$ cat src/rtl/slm_pkg.sv
// Shared types, constants and elaboration-time functions for the stereo LED peak meter.
// No dependencies; every other file in rtl/ refers to this package by scoped names.
`default_nettype none

package slm_pkg;

  localparam int unsigned LEVEL_W = 16;
  localparam int unsigned TIME_W  = 32;
  localparam int unsigned LIT_W   = 5;
  localparam int unsigned IDX_W   = 4;
  localparam int unsigned THR_W   = LEVEL_W + 1;   // one spare bit: "never lit" threshold
  localparam int unsigned CFG_IDX_W = 2;
  localparam int unsigned CFG_DATA_W = 16;

  localparam logic [CFG_IDX_W-1:0] REG_DECAY_FACTOR = 2'd0;
  localparam logic [CFG_IDX_W-1:0] REG_RELEASE_STEP = 2'd1;
  localparam logic [CFG_IDX_W-1:0] REG_HOLD_TIME_MS = 2'd2;

  localparam logic [CFG_DATA_W-1:0] DECAY_FACTOR_RST = 16'd57672;
  localparam logic [CFG_DATA_W-1:0] RELEASE_STEP_RST = 16'd655;
  localparam logic [CFG_DATA_W-1:0] HOLD_TIME_MS_RST = 16'd1000;

  localparam int unsigned FULL_SCALE = 65535;

  typedef struct packed {
    logic [CFG_DATA_W-1:0] decay_factor;
    logic [CFG_DATA_W-1:0] release_step;
    logic [CFG_DATA_W-1:0] hold_time_ms;
  } cfg_t;

  typedef struct packed {
    logic [LIT_W-1:0] lit;
    logic [IDX_W-1:0] hold_index;
    logic             hold_shown;
  } lane_res_t;

  // log2(x) in Q8.24 by repeated squaring of a Q30 mantissa, truncating each step
  function automatic longint lg_q24(input int unsigned x);
    int unsigned n;
    logic [63:0] y;
    logic [31:0] frac;
    n = 0;
    frac = '0;
    if (x == 0) begin
      return 0;
    end
    for (int b = 0; b < 32; b++) begin
      if ((x >> b) > 1) begin
        n = b + 1;
      end
    end
    y = (64'(x) << 30) >> n;
    for (int i = 0; i < 24; i++) begin
      y = (y * y) >> 30;
      frac = frac << 1;
      if (y >= 64'h8000_0000) begin
        y = y >> 1;
        frac[0] = 1'b1;
      end
    end
    return longint'(n) * 64'sd16777216 + longint'(frac);
  endfunction

  function automatic bit seg_hit(input int unsigned x, input int k, input int s);
    longint d;
    longint m;
    d = lg_q24(x) - lg_q24(FULL_SCALE);
    m = longint'(2 * k - 1 - 2 * s);
    return (longint'(5 * s) * d) >= (64'sd6 * m * lg_q24(10));
  endfunction

  function automatic bit floor_hit(input int unsigned x);
    longint d;
    d = lg_q24(x) - lg_q24(FULL_SCALE);
    return (64'sd125 * d) > (-64'sd294 * lg_q24(10));
  endfunction

  // smallest nonzero level that lights segment k; 65536 when none does
  function automatic logic [THR_W-1:0] seg_thr(input int k, input int s);
    int unsigned lo;
    int unsigned hi;
    int unsigned mid;
    lo = 1;
    hi = FULL_SCALE + 1;
    for (int i = 0; i < 18; i++) begin
      if (lo < hi) begin
        mid = (lo + hi) / 2;
        if (seg_hit(mid, k, s)) begin
          hi = mid;
        end else begin
          lo = mid + 1;
        end
      end
    end
    return THR_W'(hi);
  endfunction

  // smallest nonzero level above the hold-marker floor
  function automatic logic [THR_W-1:0] floor_thr();
    int unsigned lo;
    int unsigned hi;
    int unsigned mid;
    lo = 1;
    hi = FULL_SCALE + 1;
    for (int i = 0; i < 18; i++) begin
      if (lo < hi) begin
        mid = (lo + hi) / 2;
        if (floor_hit(mid)) begin
          hi = mid;
        end else begin
          lo = mid + 1;
        end
      end
    end
    return THR_W'(hi);
  endfunction

endpackage

`default_nettype wire

$ cat src/rtl/slm_in_if.sv
// Input channel of the peak meter: valid/ready plus left, right level and timestamp.
// Depends on slm_pkg for field widths.
`default_nettype none

interface slm_in_if;
  logic                          valid;
  logic                          ready;
  logic [slm_pkg::LEVEL_W-1:0]   left_level;
  logic [slm_pkg::LEVEL_W-1:0]   right_level;
  logic [slm_pkg::TIME_W-1:0]    now_ms;

  modport source (output valid, left_level, right_level, now_ms, input ready);
  modport sink   (input valid, left_level, right_level, now_ms, output ready);
endinterface

`default_nettype wire

$ cat src/rtl/slm_out_if.sv
// Result channel of the peak meter: valid/ready plus per-channel segment fields.
// Depends on slm_pkg for field widths.
`default_nettype none

interface slm_out_if;
  logic                        valid;
  logic                        ready;
  logic [slm_pkg::LIT_W-1:0]   left_lit;
  logic [slm_pkg::IDX_W-1:0]   left_hold_index;
  logic                        left_hold_shown;
  logic [slm_pkg::LIT_W-1:0]   right_lit;
  logic [slm_pkg::IDX_W-1:0]   right_hold_index;
  logic                        right_hold_shown;

  modport source (output valid, left_lit, left_hold_index, left_hold_shown,
                  right_lit, right_hold_index, right_hold_shown, input ready);
  modport sink   (input valid, left_lit, left_hold_index, left_hold_shown,
                  right_lit, right_hold_index, right_hold_shown, output ready);
endinterface

`default_nettype wire

$ cat src/rtl/slm_lane.sv
// One meter channel: decaying peak, held level with hold timer, and segment mapping.
// Depends on slm_pkg (cfg_t, lane_res_t, threshold functions).
`default_nettype none

module slm_lane #(
  parameter int SEGMENT_COUNT = 16
) (
  input  wire logic                          clk,
  input  wire logic                          rst_n,
  input  wire logic                          en,
  input  wire slm_pkg::cfg_t                 cfg,
  input  wire logic [slm_pkg::LEVEL_W-1:0]   level,
  input  wire logic [slm_pkg::TIME_W-1:0]    now_ms,
  output slm_pkg::lane_res_t                 res
);

  localparam int CNT_W = $clog2(SEGMENT_COUNT + 1);
  localparam logic [slm_pkg::THR_W-1:0] FLOOR_THR = slm_pkg::floor_thr();

  logic [slm_pkg::LEVEL_W-1:0] peak_r, peak_nxt;
  logic [slm_pkg::LEVEL_W-1:0] held_r, held_nxt;
  logic [slm_pkg::TIME_W-1:0]  since_r, since_nxt;

  logic [2*slm_pkg::LEVEL_W-1:0] prod;
  logic [slm_pkg::LEVEL_W-1:0]   dec;
  logic [slm_pkg::LEVEL_W-1:0]   rel;
  logic [slm_pkg::TIME_W-1:0]    age;

  logic [SEGMENT_COUNT-1:0] peak_hit;
  logic [SEGMENT_COUNT-1:0] held_hit;
  logic [CNT_W-1:0]         lit_cnt;
  logic [CNT_W-1:0]         hold_cnt;
  logic [CNT_W-1:0]         idx;

  // state update
  always_comb begin
    prod = 32'(peak_r) * 32'(cfg.decay_factor);
    dec  = prod[2*slm_pkg::LEVEL_W-1:slm_pkg::LEVEL_W];
    peak_nxt = (dec > level) ? dec : level;

    age = now_ms - since_r;
    rel = (held_r > cfg.release_step) ? (held_r - cfg.release_step) : '0;
    held_nxt  = held_r;
    since_nxt = since_r;
    if (level > held_r) begin
      held_nxt  = level;
      since_nxt = now_ms;
    end else if (age > 32'(cfg.hold_time_ms)) begin
      held_nxt = (rel > level) ? rel : level;
    end
  end

  always_ff @(posedge clk) begin
    if (!rst_n) begin
      peak_r  <= '0;
      held_r  <= '0;
      since_r <= '0;
    end else if (en) begin
      peak_r  <= peak_nxt;
      held_r  <= held_nxt;
      since_r <= since_nxt;
    end
  end

  // threshold bank per segment, thresholds fixed at elaboration
  for (genvar k = 0; k < SEGMENT_COUNT; k++) begin : g_seg
    localparam logic [slm_pkg::THR_W-1:0] THR = slm_pkg::seg_thr(k + 1, SEGMENT_COUNT);
    assign peak_hit[k] = {1'b0, peak_nxt} >= THR;
    assign held_hit[k] = {1'b0, held_nxt} >= THR;
  end

  always_comb begin
    lit_cnt  = '0;
    hold_cnt = '0;
    for (int k = 0; k < SEGMENT_COUNT; k++) begin
      lit_cnt  = lit_cnt  + CNT_W'(peak_hit[k]);
      hold_cnt = hold_cnt + CNT_W'(held_hit[k]);
    end
    idx = (hold_cnt != '0) ? (hold_cnt - CNT_W'(1)) : '0;

    res.lit = (32'(lit_cnt) > 32'd31) ? 5'd31 : slm_pkg::LIT_W'(lit_cnt);
    res.hold_index = (32'(idx) > 32'd15) ? 4'd15 : slm_pkg::IDX_W'(idx);
    res.hold_shown = (held_nxt != '0) && ({1'b0, held_nxt} >= FLOOR_THR) &&
                     (idx >= lit_cnt);
  end

endmodule

`default_nettype wire

$ cat src/rtl/stereo_led_peak_meter_top.sv
// Top level of the stereo LED peak meter: config registers, two channel lanes, result register.
// Depends on slm_pkg, slm_in_if, slm_out_if and slm_lane.
`default_nettype none

// Stereo LED peak meter. Each input transfer carries a left and a right magnitude
// (unsigned Q0.16) and a millisecond timestamp; each one yields exactly one result
// transfer with, per channel, the lit segment count of the decaying peak, the segment
// index of the hold marker and a flag telling whether the marker shows above the bar.
// Throughput is one item per clock: both channel lanes update their peak and held
// level and map them to segments in the cycle of the input transfer, and the result
// sits in a single output register, so a new item is taken whenever that register is
// empty or is being emptied in the same cycle. The result is valid in the cycle after
// the input transfer. The critical path is one 16x16 multiply for the peak
// decay followed by a bank of parallel threshold compares and a segment count.
// Configuration (decay_factor, release_step, hold_time_ms at indexes 0..2) is written
// through cfg_we/cfg_index/cfg_wdata and should only change while the meter is idle.
// SEGMENT_COUNT sets the length of the bar (4..16); the segment thresholds of the
// -48..0 dB map are computed at elaboration.
module stereo_led_peak_meter_top #(
  parameter int SEGMENT_COUNT = 16
) (
  input  wire logic                               clk,
  input  wire logic                               rst_n,
  slm_in_if.sink                                  in_ch,
  slm_out_if.source                               out_ch,
  input  wire logic                               cfg_we,
  input  wire logic [slm_pkg::CFG_IDX_W-1:0]      cfg_index,
  input  wire logic [slm_pkg::CFG_DATA_W-1:0]     cfg_wdata
);

  slm_pkg::cfg_t       cfg_r;
  slm_pkg::lane_res_t  left_res, right_res;
  slm_pkg::lane_res_t  left_res_r, right_res_r;
  logic                out_valid_r;
  logic                in_ready;
  logic                in_xfer;

  // take a new item while the result register is free or draining this cycle
  assign in_ready     = !out_valid_r || out_ch.ready;
  assign in_ch.ready  = in_ready;
  assign in_xfer      = in_ch.valid && in_ready;

  // configuration registers; writes beyond the register list are dropped
  always_ff @(posedge clk) begin
    if (!rst_n) begin
      cfg_r.decay_factor <= slm_pkg::DECAY_FACTOR_RST;
      cfg_r.release_step <= slm_pkg::RELEASE_STEP_RST;
      cfg_r.hold_time_ms <= slm_pkg::HOLD_TIME_MS_RST;
    end else if (cfg_we) begin
      case (cfg_index)
        slm_pkg::REG_DECAY_FACTOR: cfg_r.decay_factor <= cfg_wdata;
        slm_pkg::REG_RELEASE_STEP: cfg_r.release_step <= cfg_wdata;
        slm_pkg::REG_HOLD_TIME_MS: cfg_r.hold_time_ms <= cfg_wdata;
        default: ;
      endcase
    end
  end

  // two identical lanes, one per channel, advance together on each input transfer
  slm_lane #(.SEGMENT_COUNT(SEGMENT_COUNT)) u_lane_left (
    .clk    (clk),
    .rst_n  (rst_n),
    .en     (in_xfer),
    .cfg    (cfg_r),
    .level  (in_ch.left_level),
    .now_ms (in_ch.now_ms),
    .res    (left_res)
  );

  slm_lane #(.SEGMENT_COUNT(SEGMENT_COUNT)) u_lane_right (
    .clk    (clk),
    .rst_n  (rst_n),
    .en     (in_xfer),
    .cfg    (cfg_r),
    .level  (in_ch.right_level),
    .now_ms (in_ch.now_ms),
    .res    (right_res)
  );

  // merge both lanes into one result word; hold it until the transfer completes
  always_ff @(posedge clk) begin
    if (!rst_n) begin
      out_valid_r <= 1'b0;
    end else if (in_xfer) begin
      out_valid_r <= 1'b1;
    end else if (out_ch.ready) begin
      out_valid_r <= 1'b0;
    end
  end

  always_ff @(posedge clk) begin
    if (in_xfer) begin
      left_res_r  <= left_res;
      right_res_r <= right_res;
    end
  end

  assign out_ch.valid            = out_valid_r;
  assign out_ch.left_lit         = left_res_r.lit;
  assign out_ch.left_hold_index  = left_res_r.hold_index;
  assign out_ch.left_hold_shown  = left_res_r.hold_shown;
  assign out_ch.right_lit        = right_res_r.lit;
  assign out_ch.right_hold_index = right_res_r.hold_index;
  assign out_ch.right_hold_shown = right_res_r.hold_shown;

endmodule

`default_nettype wire

$ cat src/flat_wrapper.sv
// flat-port wrapper written by rule: the top's interface ports become plain ports
module stereo_led_peak_meter_top_flat 
#(
  parameter int SEGMENT_COUNT = 16
)
  (clk, rst_n, cfg_we, cfg_index, cfg_wdata, in_ch_valid, in_ch_left_level, in_ch_right_level, in_ch_now_ms, in_ch_ready, out_ch_valid, out_ch_left_lit, out_ch_left_hold_index, out_ch_left_hold_shown, out_ch_right_lit, out_ch_right_hold_index, out_ch_right_hold_shown, out_ch_ready);
  slm_in_if in_ch_i ();
  slm_out_if out_ch_i ();
  input  wire logic clk;
  input  wire logic rst_n;
  input  wire logic cfg_we;
  input  wire logic [slm_pkg::CFG_IDX_W-1:0] cfg_index;
  input  wire logic [slm_pkg::CFG_DATA_W-1:0] cfg_wdata;
  input wire logic [$bits(in_ch_i.valid)-1:0] in_ch_valid;
  input wire logic [$bits(in_ch_i.left_level)-1:0] in_ch_left_level;
  input wire logic [$bits(in_ch_i.right_level)-1:0] in_ch_right_level;
  input wire logic [$bits(in_ch_i.now_ms)-1:0] in_ch_now_ms;
  output wire logic [$bits(in_ch_i.ready)-1:0] in_ch_ready;
  output wire logic [$bits(out_ch_i.valid)-1:0] out_ch_valid;
  output wire logic [$bits(out_ch_i.left_lit)-1:0] out_ch_left_lit;
  output wire logic [$bits(out_ch_i.left_hold_index)-1:0] out_ch_left_hold_index;
  output wire logic [$bits(out_ch_i.left_hold_shown)-1:0] out_ch_left_hold_shown;
  output wire logic [$bits(out_ch_i.right_lit)-1:0] out_ch_right_lit;
  output wire logic [$bits(out_ch_i.right_hold_index)-1:0] out_ch_right_hold_index;
  output wire logic [$bits(out_ch_i.right_hold_shown)-1:0] out_ch_right_hold_shown;
  input wire logic [$bits(out_ch_i.ready)-1:0] out_ch_ready;
  assign in_ch_i.valid = in_ch_valid;
  assign in_ch_i.left_level = in_ch_left_level;
  assign in_ch_i.right_level = in_ch_right_level;
  assign in_ch_i.now_ms = in_ch_now_ms;
  assign in_ch_ready = in_ch_i.ready;
  assign out_ch_valid = out_ch_i.valid;
  assign out_ch_left_lit = out_ch_i.left_lit;
  assign out_ch_left_hold_index = out_ch_i.left_hold_index;
  assign out_ch_left_hold_shown = out_ch_i.left_hold_shown;
  assign out_ch_right_lit = out_ch_i.right_lit;
  assign out_ch_right_hold_index = out_ch_i.right_hold_index;
  assign out_ch_right_hold_shown = out_ch_i.right_hold_shown;
  assign out_ch_i.ready = out_ch_ready;
  stereo_led_peak_meter_top #(.SEGMENT_COUNT(SEGMENT_COUNT)) u_core (.clk(clk), .rst_n(rst_n), .in_ch(in_ch_i), .out_ch(out_ch_i), .cfg_we(cfg_we), .cfg_index(cfg_index), .cfg_wdata(cfg_wdata));
endmodule
$ cat config.mk
export PLATFORM = sky130hd
export DESIGN_NAME = stereo_led_peak_meter_top_flat
export DESIGN_NICKNAME = d
export VERILOG_FILES = /design/src/rtl/slm_pkg.sv /design/src/rtl/slm_in_if.sv /design/src/rtl/slm_out_if.sv /design/src/rtl/slm_lane.sv /design/src/rtl/stereo_led_peak_meter_top.sv /design/src/flat_wrapper.sv
export SDC_FILE = /design/constraint.sdc
export NUM_CORES = 2
export LEC_CHECK = 0
export ABC_CLOCK_PERIOD_IN_PS = 20900
export BUFFER_PORTS_ARGS = -buffer_cell sky130_fd_sc_hd__buf_4
export CAP_MARGIN = 20
export CORE_MARGIN = 2
export CORE_UTILIZATION = 35
export DETAILED_ROUTE_END_ITERATION = 10
export REMOVE_ABC_BUFFERS = 1
export SETUP_SLACK_MARGIN = 0.1
export SYNTH_ARGS = -nofsm -noshare
export SYNTH_HDL_FRONTEND = slang
export SYNTH_SLANG_ARGS = --single-unit
$ cat constraint.sdc
create_clock -name clk -period 20.9 [get_ports clk]
set_clock_uncertainty 0.05 [all_clocks]
set_input_delay 1.045 -clock clk [delete_from_list [all_inputs] [get_ports clk]]
set_output_delay 1.045 -clock clk [all_outputs]
set_load 0.02 [all_outputs]
==> metrics.csv <==
metric,value,unit
io_pins,109,
async_flop_share,0,%
routed_wl,106,mm
cts_hold_buf,0,
arrival,14.80,ns
power.internal,2.31,mW
dieWidth,330,um
setup_violations,0,
clkLatencyLatePin,0.52,ns
grt_pass1_wl,173,mm
first_pass_iters,5,
p_sw_share,52.6,%
core_area,105000,um2
fp-row-count,119,
synthAdderAreaFrac,38.5,%
die-area,109000,um2
vias,32300,
fmax,0.0684,GHz
pwr-share-comb,80.4,%
final_cell_mix,"746 x inv_1, 683 x nand2_1, 456 x ha_1",
hp-class,register to register,
rsz0062_at_grt,false,
synth_edf_count,20,
grt_overflow_total,0,
fin_crit,14.63,ns
grt_use_total,19.8,%
cts_buffer_depth,2,
synthFlopType,dfxtp_1,
p_leak,18.8,nW
avgSynthCellArea,7.88,um2
synth.mux.area_fraction,0.484,%
initial_core_util,35.3,%
worst_pin_slew,0.982,ns
fin_nets,5671,
finalSetupTns,0,ns
drtAntennaViolNets,0,
hold_viol,0,
powerDensity,122,nW/um2
max_stage_delay,0.86,ns
start_kind,register,
ys_ff_latch,197,
cts_tree,built,
path_clk_slew,0.09,ns
port_buffers,108,
ys_warn_count,0,
timing.final.crit_share,70.0,%
synth_top_family_by_area,adder cells,
fin_area,40000,um2
cp_common_cell,fa_1,
wl_per_cell,17.4,um
endpoint_kind,register,
critical_path_buf_inv_count,7,
synthXorXnorAreaFrac,2.24,%
rrSetupSlack,6.27,ns
ir_worst_vdd,0.000275,V
path_delay_family,adder cells,
fillers,11000,
dpl_cell_area,39400,um2
place.gp.congestion,0.920,
required,21.07,ns
cts_root_buffer,clkbuf_16,
drc,0,
synth-simple-area-share,20.4,%
dp_hpwl,84.9,mm
synth_cell_types,100,
antenna_found_initial,9,
grt_start_max_net_pins,59,
synth-compound-area-share,17.5,%
die_h,330,um
post_cts_resized,0,
critPathKind,register to register,
seqPwrFrac,12.1,%
cts_sinks,197,
yosysSeqAreaShare,11.1,%
syn_inst,4724,
maxSlewViolCount,0,
netlist_area,37200,um2
htreeDepth,4,
cap_violations,0,
final_common_cell,inv_1,
post_cts_buffers,0,
p_clk_share,7.5,%
cp_max_fo,28,
grt_pass1_vias,32100,
slew_headroom,32.6,%
cts_made_buffers,17,
switching_power,2.56,mW
cp_slowest_cell,dfxtp_1,
status,"complete, no violations",
vias_per_cell,5.29,
areaGrowthSynthToFinish,7.54,%
drtIter0Drc,2014,
final_layout_size_suffix_gt1_share,5.52,%
## registers in the layout, summed over array words and instances (netlist names), 5 cells and up
| name | count |
|---|---|
| u_core.u_lane_left.held_r | 16 |
| u_core.out_ch.left_lit | 5 |
| u_core.u_lane_left.since_r | 32 |
| u_core.u_lane_right.peak_r | 16 |
| u_core.u_lane_right.held_r | 16 |
| u_core.u_lane_right.since_r | 32 |
| u_core.cfg_r | 48 |
| u_core.u_lane_left.peak_r | 16 |
| u_core.out_ch.right_lit | 5 |
## synthesized netlist by cell type (18+ instances only)
cell type / n / area [um2]
o21ai_0: 126 / 631
nor2_1: 249 / 935
o21bai_1: 19 / 143
inv_1: 746 / 2800
o21a_1: 44 / 330
a31oi_1: 27 / 169
nor2b_1: 41 / 257
ha_1: 456 / 5710
xor2_1: 41 / 359
and3_1: 36 / 225
nor3_1: 81 / 405
nand2_1: 684 / 2570
and2_1: 274 / 1710
o31ai_1: 21 / 158
a211oi_1: 60 / 450
fa_1: 430 / 8610
edfxtp_1: 20 / 601
clkbuf_1: 167 / 627
nand3_1: 69 / 345
o211ai_1: 32 / 240
a21oi_1: 355 / 1780
nand2b_1: 18 / 113
xnor2_1: 54 / 473
dfxtp_1: 177 / 3540
nand4_1: 45 / 282
a21o_1: 90 / 676
or3_1: 18 / 113
## path summary, 6_finish.rpt
| kind | startpoint | end | cells past startpoint |
|---|---|---|---|
| worst max-delay path | u_core.u_lane_left.peak_r[7]$_SDFFE_PN0P_ | u_core.out_ch.left_hold_shown$_DFFE_PP_ | 46 |
| worst min-delay path | u_core.u_lane_left.since_r[4]$_SDFFE_PN0P_ | u_core.u_lane_left.since_r[4]$_SDFFE_PN0P_ | 2 |
| worst max register to register | u_core.u_lane_left.peak_r[7]$_SDFFE_PN0P_ | u_core.out_ch.left_hold_shown$_DFFE_PP_ | 46 |
| worst min register to register | u_core.u_lane_left.since_r[4]$_SDFFE_PN0P_ | u_core.u_lane_left.since_r[4]$_SDFFE_PN0P_ | 2 |
## worst reg2reg max path: cells and delay by family, from the launching register on
| family | cells | cell delay, ns |
|---|---|---|
| compound gates | 16 | 4.25 |
| xor+xnor | 1 | 0.27 |
| fa+ha+maj | 15 | 6.79 |
| buf+inv | 7 | 0.59 |
| flops | 1 | 0.86 |
| simple gates | 7 | 1.54 |
## through the flow
step	setup slack (ns)	hold slack, ns	util, %	power [mW]	std cells
2_1_floorplan	7.41	0.386	-	3.52	4523
3_3_place_gp	6.51	0.391	37.3	4.44	6066
3_5_place_dp	6.35	0.396	37.3	4.48	6068
4_1_cts	6.26	0.407	38.0	4.89	6100
5_1_grt	5.33	0.422	38.0	5.50	6103
6_report	6.27	0.405	38.0	4.88	6104
## routing by layer
layer | part of all wire, % | GRT usage [%] | vias to the layer above
met4 | 2.4 | 5.64 | 12
met2 | 48 | 33.7 | 818
li1 | - | - | 15600
met5 | 0.073 | 0 | -
met3 | 5.1 | 2.59 | 138
met1 | 44 | 26.3 | 15700
## kinds of logic after synthesis
kind of cell             after synthesis
AND/OR/NAND/NOR                     1594
AO/OA/AOI/OAI                        986
buffers and inverters                949
adder cells (fa/ha/maj)              886
flip-flops                           197
XOR/XNOR                              95
multiplexers                          17
## power by group through the flow
stage / Sequential (mW) / Combinational (mW) / Clock (mW)
floorplan: 0.590 / 2.93 / 0
global placement: 0.597 / 3.84 / 0
detailed placement: 0.599 / 3.89 / 0
CTS: 0.590 / 3.93 / 0.375
global route: 0.598 / 4.52 / 0.387
finish: 0.591 / 3.92 / 0.364
## final cells by class
class	instances	area, um2	share of cell area, %
Timing Repair Buffer	156	1220	3.04
Sequential cell	197	4140	10.4
Tap cell	1391	1740	4.35
Clock buffer	17	425	1.06
Clock inverter	15	218	0.544
Multi-Input combinational cell	3578	29500	73.6
Antenna cell	2	5.00	0.0125
Inverter	748	2810	7.02
Note: power is estimated with default switching activity, not from simulation.
